**src/hw/rtl/weighted_round_robin_three_queues_macros.svh**
```systemverilog
// Assertion macros used by the weighted round-robin scheduler datapath.
`ifndef WEIGHTED_ROUND_ROBIN_THREE_QUEUES_MACROS_SVH
`define WEIGHTED_ROUND_ROBIN_THREE_QUEUES_MACROS_SVH

// Same-cycle implication, checked outside reset.
`define WRR3_ASSERT_NOW(label, clk, rst_n, ante, cons, msg) \
    label: assert property (@(posedge clk) disable iff (!(rst_n)) (ante) |-> (cons)) \
        else $error(msg);

// Next-cycle implication, checked outside reset.
`define WRR3_ASSERT_NEXT(label, clk, rst_n, ante, cons, msg) \
    label: assert property (@(posedge clk) disable iff (!(rst_n)) (ante) |=> (cons)) \
        else $error(msg);

`endif

```
**src/hw/rtl/wrr3_pkg.sv**
```systemverilog
// Shared types, codes and helper functions of the weighted round-robin scheduler.
package wrr3_pkg;

    localparam int CLASS_W  = 2;
    localparam int WEIGHT_W = 4;
    localparam int STATUS_W = 2;
    localparam int NUM_CLASSES = 3;

    localparam logic OP_ENQUEUE = 1'b0;
    localparam logic OP_SERVE   = 1'b1;

    localparam logic [CLASS_W-1:0] CLS_HIGH = 2'd0;
    localparam logic [CLASS_W-1:0] CLS_MID  = 2'd1;
    localparam logic [CLASS_W-1:0] CLS_LOW  = 2'd2;
    localparam logic [CLASS_W-1:0] CLS_BAD  = 2'd3;

    localparam logic [1:0] CFG_HIGH_WEIGHT = 2'd0;
    localparam logic [1:0] CFG_MID_WEIGHT  = 2'd1;
    localparam logic [1:0] CFG_LOW_WEIGHT  = 2'd2;

    localparam logic [STATUS_W-1:0] ST_ENQUEUED = 2'd0;
    localparam logic [STATUS_W-1:0] ST_REJECTED = 2'd1;
    localparam logic [STATUS_W-1:0] ST_SERVED   = 2'd2;
    localparam logic [STATUS_W-1:0] ST_EMPTY    = 2'd3;

    localparam logic [WEIGHT_W-1:0] RST_HIGH_WEIGHT = 4'd2;
    localparam logic [WEIGHT_W-1:0] RST_MID_WEIGHT  = 4'd1;
    localparam logic [WEIGHT_W-1:0] RST_LOW_WEIGHT  = 4'd1;

    typedef struct packed {
        logic capture;
        logic exec;
    } t_dp_cmd;

    function automatic logic [CLASS_W-1:0] next_class(input logic [CLASS_W-1:0] c);
        logic [CLASS_W-1:0] r;
        case (c)
            CLS_HIGH: r = CLS_MID;
            CLS_MID:  r = CLS_LOW;
            default:  r = CLS_HIGH;
        endcase
        return r;
    endfunction

    function automatic logic [WEIGHT_W-1:0] eff_weight(input logic [WEIGHT_W-1:0] w);
        return (w == '0) ? WEIGHT_W'(1) : w;
    endfunction

endpackage

```
**src/hw/rtl/wrr3_ctrl.sv**
```systemverilog
// Controller state machine sequencing capture, execution and delivery of one word.
module wrr3_ctrl (
    input  logic             i_clk,
    input  logic             i_rst_n,
    input  logic             i_in_valid,
    output logic             o_in_stall,
    output logic             o_out_valid,
    input  logic             i_out_stall,
    output wrr3_pkg::t_dp_cmd o_cmd
);

    typedef enum logic [2:0] {
        S_IDLE = 3'b001,
        S_EXEC = 3'b010,
        S_DONE = 3'b100
    } t_state;

    t_state r_state;
    t_state n_state;

    always_comb begin
        n_state = r_state;
        case (r_state)
            S_IDLE: begin
                if (i_in_valid) begin
                    n_state = S_EXEC;
                end
            end
            S_EXEC: begin
                n_state = S_DONE;
            end
            S_DONE: begin
                if (!i_out_stall) begin
                    n_state = S_IDLE;
                end
            end
            default: begin
                n_state = S_IDLE;
            end
        endcase
    end

    always_ff @(posedge i_clk) begin
        if (!i_rst_n) begin
            r_state <= S_IDLE;
        end else begin
            r_state <= n_state;
        end
    end

    assign o_in_stall    = (r_state != S_IDLE);
    assign o_out_valid   = (r_state == S_DONE);
    assign o_cmd.capture = (r_state == S_IDLE) && i_in_valid;
    assign o_cmd.exec    = (r_state == S_EXEC);

endmodule

```
**config.mk**
```make
export PLATFORM = sky130hd
export DESIGN_NAME = wrr3_ctrl
export DESIGN_NICKNAME = d
export VERILOG_FILES = /design/src/hw/rtl/weighted_round_robin_three_queues_macros.svh /design/src/hw/rtl/wrr3_pkg.sv /design/src/hw/rtl/wrr3_ctrl.sv
export SDC_FILE = /design/constraint.sdc
export NUM_CORES = 1
export LEC_CHECK = 0
export ABC_CLOCK_PERIOD_IN_PS = 1000
export BUFFER_PORTS_ARGS = -buffer_cell sky130_fd_sc_hd__buf_2
export CORE_AREA = 3 3 40 42
export DETAILED_ROUTE_END_ITERATION = 7
export DIE_AREA = 0 0 43 45
export PLACE_DENSITY = 0.4
export SYNTH_ARGS = -nofsm -noshare
export SYNTH_HDL_FRONTEND = slang
export SYNTH_SLANG_ARGS = --single-unit
```
**constraint.sdc**
```tcl
create_clock -name i_clk -period 1 [get_ports i_clk]
set_input_delay 0.15 -clock i_clk [delete_from_list [all_inputs] [get_ports i_clk]]
set_output_delay 0.15 -clock i_clk [all_outputs]
set_load 0.02 [all_outputs]
```
==> metrics.csv, run 1 <==
metric;value;unit
ant_nets;0;
outcome;finished with violations;
crit_path_end_kind;primary output;
clockRootBuffer;clkbuf_4;
cts_made_buffers;3;
core;0.001285;mm²
tightest_slew;0.1742;ns
grt_pass1_vias;189;
ys_types;11;
grt_util_all_layers;0.05569;
ff2ff_setup_slack;-0.08;ns
setup_viol_count_final;5;
synth_top_cell_by_area;dfxtp_1;
maxCapViolCount;0;
place_congestion;0.6243;
setup_ws;-0.2374;ns
drv_slew;0;
timing.fmax;808.2;MHz
crit_required;0.85;ns
largest_reg_flops;3;
synthCells;14;
path_clk_slew;0.04;ns
holdWs;0.1268;ns
r2r-start;r_state[2];
r2r_cells;5;
design_area;331.6;µm²
top_register;r_state;
hp-class;primary input to register;
diodes;0;
dr.pass1.iters;1;
via_per_inst;3.674;
leakage;0.1357;nW
fin_crit;1.237;ns
syn_nets;18;
ys_seq_area_frac;0.3721;
io_pins;8;
slew_headroom;0.8832;
largestRegisters;r_state x3;
fp.dieW;43;µm
overflow;0;
drive_gt1_frac;0.7742;
dp_slack;-0.08854;ns
port-buffer-count;7;
antenna_found_initial;0;
start_kind;register;
total_power;0.4353;mW
clock-sinks;3;
cp.arrival;1.09;ns
hold_depth;2;
min_to;r_state[0];
worstSetupPathType;register to primary output;
drc;0;
synthTopCellsByArea;dfxtp_1 37%, and4bb_4 10%, and4bb_2 7.8%, nand2b_1 7.8%, nor3b_2 7.8%;
final_util;0.2580;
nets;36;
p_per_area;1313;mW/mm²
hold_start;i_rst_n;
place_area;256.5;µm²
rows;13;
finalHoldViolCount;0;
finClkSkew;0.004305;ns
synth_warnings;0;
crit_chain;or3b_1 -> buf_6;
path_max_fanout;7;
num_vias;169;
min_period_over_period;1.237;
areaGrowthSynthToFinish;105.4;%
routed_wl;440;µm
yosysTopAreaCellShare;0.3721;
max-vdd-ir-drop;694.3;µV
r2r-end;r_state[0];
drt_iter0_markers;0;
htreeDepth;1;
start_util;0.1256;
cp_slowest_cell;or3b_1;
clock_latency;0.23;ns
cts_tree;yes;
grt_pass1_wl;745;µm
post_drt_wl_per_cell;9.565;µm
avgSynthCellArea;11.53;µm²
clk_path_buf_depth;2;
hold_buffers;0;
dieHeight;45;µm
slowest_delay;0.36;ns
dieArea;0.001935;mm²
ys_seq_elements;3;
rsz0062_at_grt;true;
syn_area;161.4;µm²
violations;setup timing;
grt_max_degree;8;
==> per-stage QoR <==
stage | cells | TNS (ns)
3_3_place_gp | 40 | -0.1128
5_1_grt | 46 | -1.081
3_5_place_dp | 40 | -0.1091
6_report | 46 | -0.8687
4_1_cts | 46 | -0.9323
2_1_floorplan | 14 | -0.02310
==> routing by layer <==
metal	vias up	global-route usage	wire, µm
met4	0	0.03614	0
li1	86	-	-
met2	5	0.08383	207
met1	78	0.05755	199
met3	0	0.03586	32
met5	-	0	0
==> what timing repair did <==
action / 4_1_cts / 5_1_grt
buffers inserted: 2 / 0
setup endpoints to repair: 5 / 5
gates resized for setup: 11 / 2
pin swaps: 2 / 2
==> placed cells by master, fill, tap and decap left out <==
cell	n
a21oi_1	1
and4bb_4	1
and4bb_2	1
dfxtp_2	1
nand3b_1	1
nand2b_1	2
clkbuf_1	1
buf_2	3
o31ai_2	1
nor3b_2	1
or3b_1	1
dfxtp_4	2
buf_4	6
clkbuf_4	3
buf_6	4
and2_1	1
nor3b_4	1
==> area by class of cell <==
| cell class | count | area (µm²) |
|---|---|---|
| multi-input combinational | 11 | 112.6 |
| timing repair buffer | 13 | 105.1 |
| sequential | 3 | 68.82 |
| fill | 149 | 953.4 |
| clock buffer | 4 | 26.28 |
| tap | 15 | 18.77 |
==> logic make-up after synthesis <==
family,synth area share
AOI/OAI and AO/OA,0.1085
and+or+nand+nor,0.5194
DFF,0.3721
==> where the power goes <==
| part | internal, mW | switching, mW |
|---|---|---|
| combinational | 0.0555 | 0.0365 |
| clock | 0.149 | 0.0616 |
| sequential | 0.125 | 0.00755 |
| total | 0.330 | 0.106 |
==> cells in the mapped netlist <==
cell type and count:
nand3b_1 1, nor3b_1 1, o31ai_2 1, or3b_1 1, and4bb_4 1, and4bb_2 1
dfxtp_1 3, nand2b_1 2, and2_1 1, nor3b_2 1, a21oi_1 1
==> worst max path at each step <==
stage | cells after the start | end | slack (ns) | start
finish | 2 | o_in_stall | -0.24 | r_state[2]
global route | 2 | o_in_stall | -0.27 | r_state[2]
CTS | 2 | o_in_stall | -0.24 | r_state[1]
detailed placement | 2 | o_in_stall | -0.09 | r_state[0]
global placement | 2 | o_in_stall | -0.08 | r_state[0]
floorplan | 1 | o_in_stall | -0.02 | r_state[0]
==> critical path, delay by kind of cell (launching register included) <==
family	cells	cell delay (ns)
and+or+nand+nor	1	0.36
DFF	1	0.35
buffers and inverters	1	0.14
Note: power is estimated with default switching activity, not from simulation.
==> run 2: changes to the inputs <==
- ABC_AREA: unset -> 0
- CELL_PAD_IN_SITES_DETAIL_PLACEMENT: unset -> 0
- CELL_PAD_IN_SITES_GLOBAL_PLACEMENT: unset -> 1
- GPL_TIMING_DRIVEN: unset -> 0
- PLACE_DENSITY: 0.4 -> 0.46
==> run 2 against run 1 <==
  * The run still ends with setup timing left
  * Combinational power is 0.5% higher
  * Cell area down 6.4%
  * Count of clock-buffer cells in the layout stayed put
  * Flip-flop and latch count stayed put
  * Worst hold slack improved by 0.0019 ns
  * Cell count decreased by 8.7%
  * Clock skew fell by 0.0026 ns
  * Sequential share of layout area up 2.2 points
  * Total power down 0.20%
  * Via count fell by 8.9%
  * Fmax down 2.4%
  * Routed wire length is 14% lower
  * Critical path type unchanged
  * Largest cell class unchanged
==> metrics.csv, run 2 (synthesized netlist as in run 1, its figures left out) <==
metric;value;unit
dr.pass1.iters;1;
drive_gt1_frac;0.7778;
drt_iter0_markers;0;
finClkSkew;0.001723;ns
dp_slack;-0.1075;ns
ant_nets;0;
slowest_delay;0.39;ns
diodes;0;
final_common_cell;buf_6;
worstSetupPathType;register to primary output;
largest_reg_flops;3;
num_vias;154;
areaGrowthSynthToFinish;92.25;%
place_congestion;0.6704;
grt_max_degree;8;
max-vdd-ir-drop;487.2;µV
min_period_over_period;1.268;
start_util;0.1256;
total_power;0.4344;mW
switching_share;0.2380;
dieHeight;45;µm
htreeDepth;1;
rows;13;
p_per_area;1400;mW/mm²
path_max_fanout;7;
setup_viol_count_final;4;
holdWs;0.1286;ns
cts_tree;yes;
via_per_inst;3.667;
clock-sinks;3;
io_pins;8;
cp_slowest_cell;or3b_4;
finalHoldViolCount;0;
crit_required;0.85;ns
clock_latency;0.23;ns
placed_cells;36;
fp.dieW;43;µm
clk_path_buf_depth;2;
layout_common_cells;5 x buf_6, 3 x clkbuf_4, 3 x buf_2, 3 x dfxtp_4, 2 x nand2b_1;
top_register;r_state;
drc;0;
port-buffer-count;7;
fin_crit;1.268;ns
grt_util_all_layers;0.04734;
post_drt_wl_per_cell;9.048;µm
setup_ws;-0.2680;ns
seq_power_share;0.307;
path_clk_slew;0.04;ns
maxCapViolCount;0;
intPower;0.3310;mW
overflow;0;
antenna_found_initial;0;
fin_cells;42;
core;0.001285;mm²
largestRegisters;r_state x3;
start_kind;register;
design_area;310.3;µm²
tightest_slew;0.2007;ns
grt_pass1_vias;154;
leakage;0.1154;nW
grt_pass1_wl;621;µm
hp-class;primary input to register;
rsz0062_at_grt;true;
crit_path_end_kind;primary output;
nFillCells;141;
drv_slew;0;
clkPwrFrac;0.480;
p_sw;0.1034;mW
violations;setup timing;
slew_headroom;0.8661;
pwr-share-comb;0.213;
outcome;finished with violations;
cp.arrival;1.12;ns
dieArea;0.001935;mm²
timing.fmax;788.6;MHz
place_area;226.5;µm²
cts_made_buffers;3;
crit_chain;or3b_4 -> buf_6;
routed_wl;380;µm
clockRootBuffer;clkbuf_4;
nets;32;
run 2: cell types whose count changed in the layout (fill, tap and decap cells not counted):
cell / delta
or3b_1: -1
buf_6: +1
buf_4: -5
or3b_4: +1
dfxtp_4: +1
dfxtp_2: -1
run 2: layer usage:
layer / global-route usage / part of all wire
met1: 0.05742 / 0.49
met2: 0.05389 / 0.41
met3: 0.03586 / 0.089
met4: 0.03614 / 0
met5: 0 / 0
run 2: worst max-delay path: cells and delay by family, from the launching register on:
family	cells	cell delay, ns
simple gates	1	0.39
flops	1	0.36
buf+inv	1	0.14
run 2: stage by stage:
| stage | TNS (ns) | util |
|---|---|---|
| after global routing | -1.015 | 0.2415 |
| after global placement | -0.1356 | 0.1762 |
| after floorplan | -0.02310 | - |
| after detailed placement | -0.1311 | 0.1762 |
| after CTS | -0.7534 | 0.2201 |
| final | -0.7774 | 0.2415 |
run 2: worst paths after layout:
path / from / end / slack [ns] / depth (start not counted)
setup / recovery: r_state[2] / o_in_stall / -0.27 / 2
setup reg to reg: r_state[0] / r_state[0] / 0.01 / 3
hold reg to reg: r_state[1] / r_state[2] / 0.51 / 2
hold / removal: i_rst_n / r_state[0] / 0.13 / 2
run 2: power groups by stage:
stage,Clock (mW),Combinational [mW],Sequential [mW]
detailed placement,0,0.0578,0.140
floorplan,0,0.0398,0.137
finish,0.209,0.0925,0.133
global placement,0,0.0579,0.140
CTS,0.224,0.0717,0.136
global route,0.241,0.0984,0.135
run 2: timing repair:
action | in CTS | in global routing
pin swaps | 2 | 4
setup buffers | 0 | 2
hold buffers | 0 | 0
setup endpoints to repair | 4 | 4
gates resized for setup | 12 | 4
run 2: cell type report:
cell class,count,area (µm²),area share
Multi-Input combinational cell,11,115.1,0.3710
Timing Repair Buffer,9,78.83,0.2540
Sequential cell,3,71.32,0.2298
Clock buffer,4,26.28,0.08468
Tap cell,15,18.77,0.06048
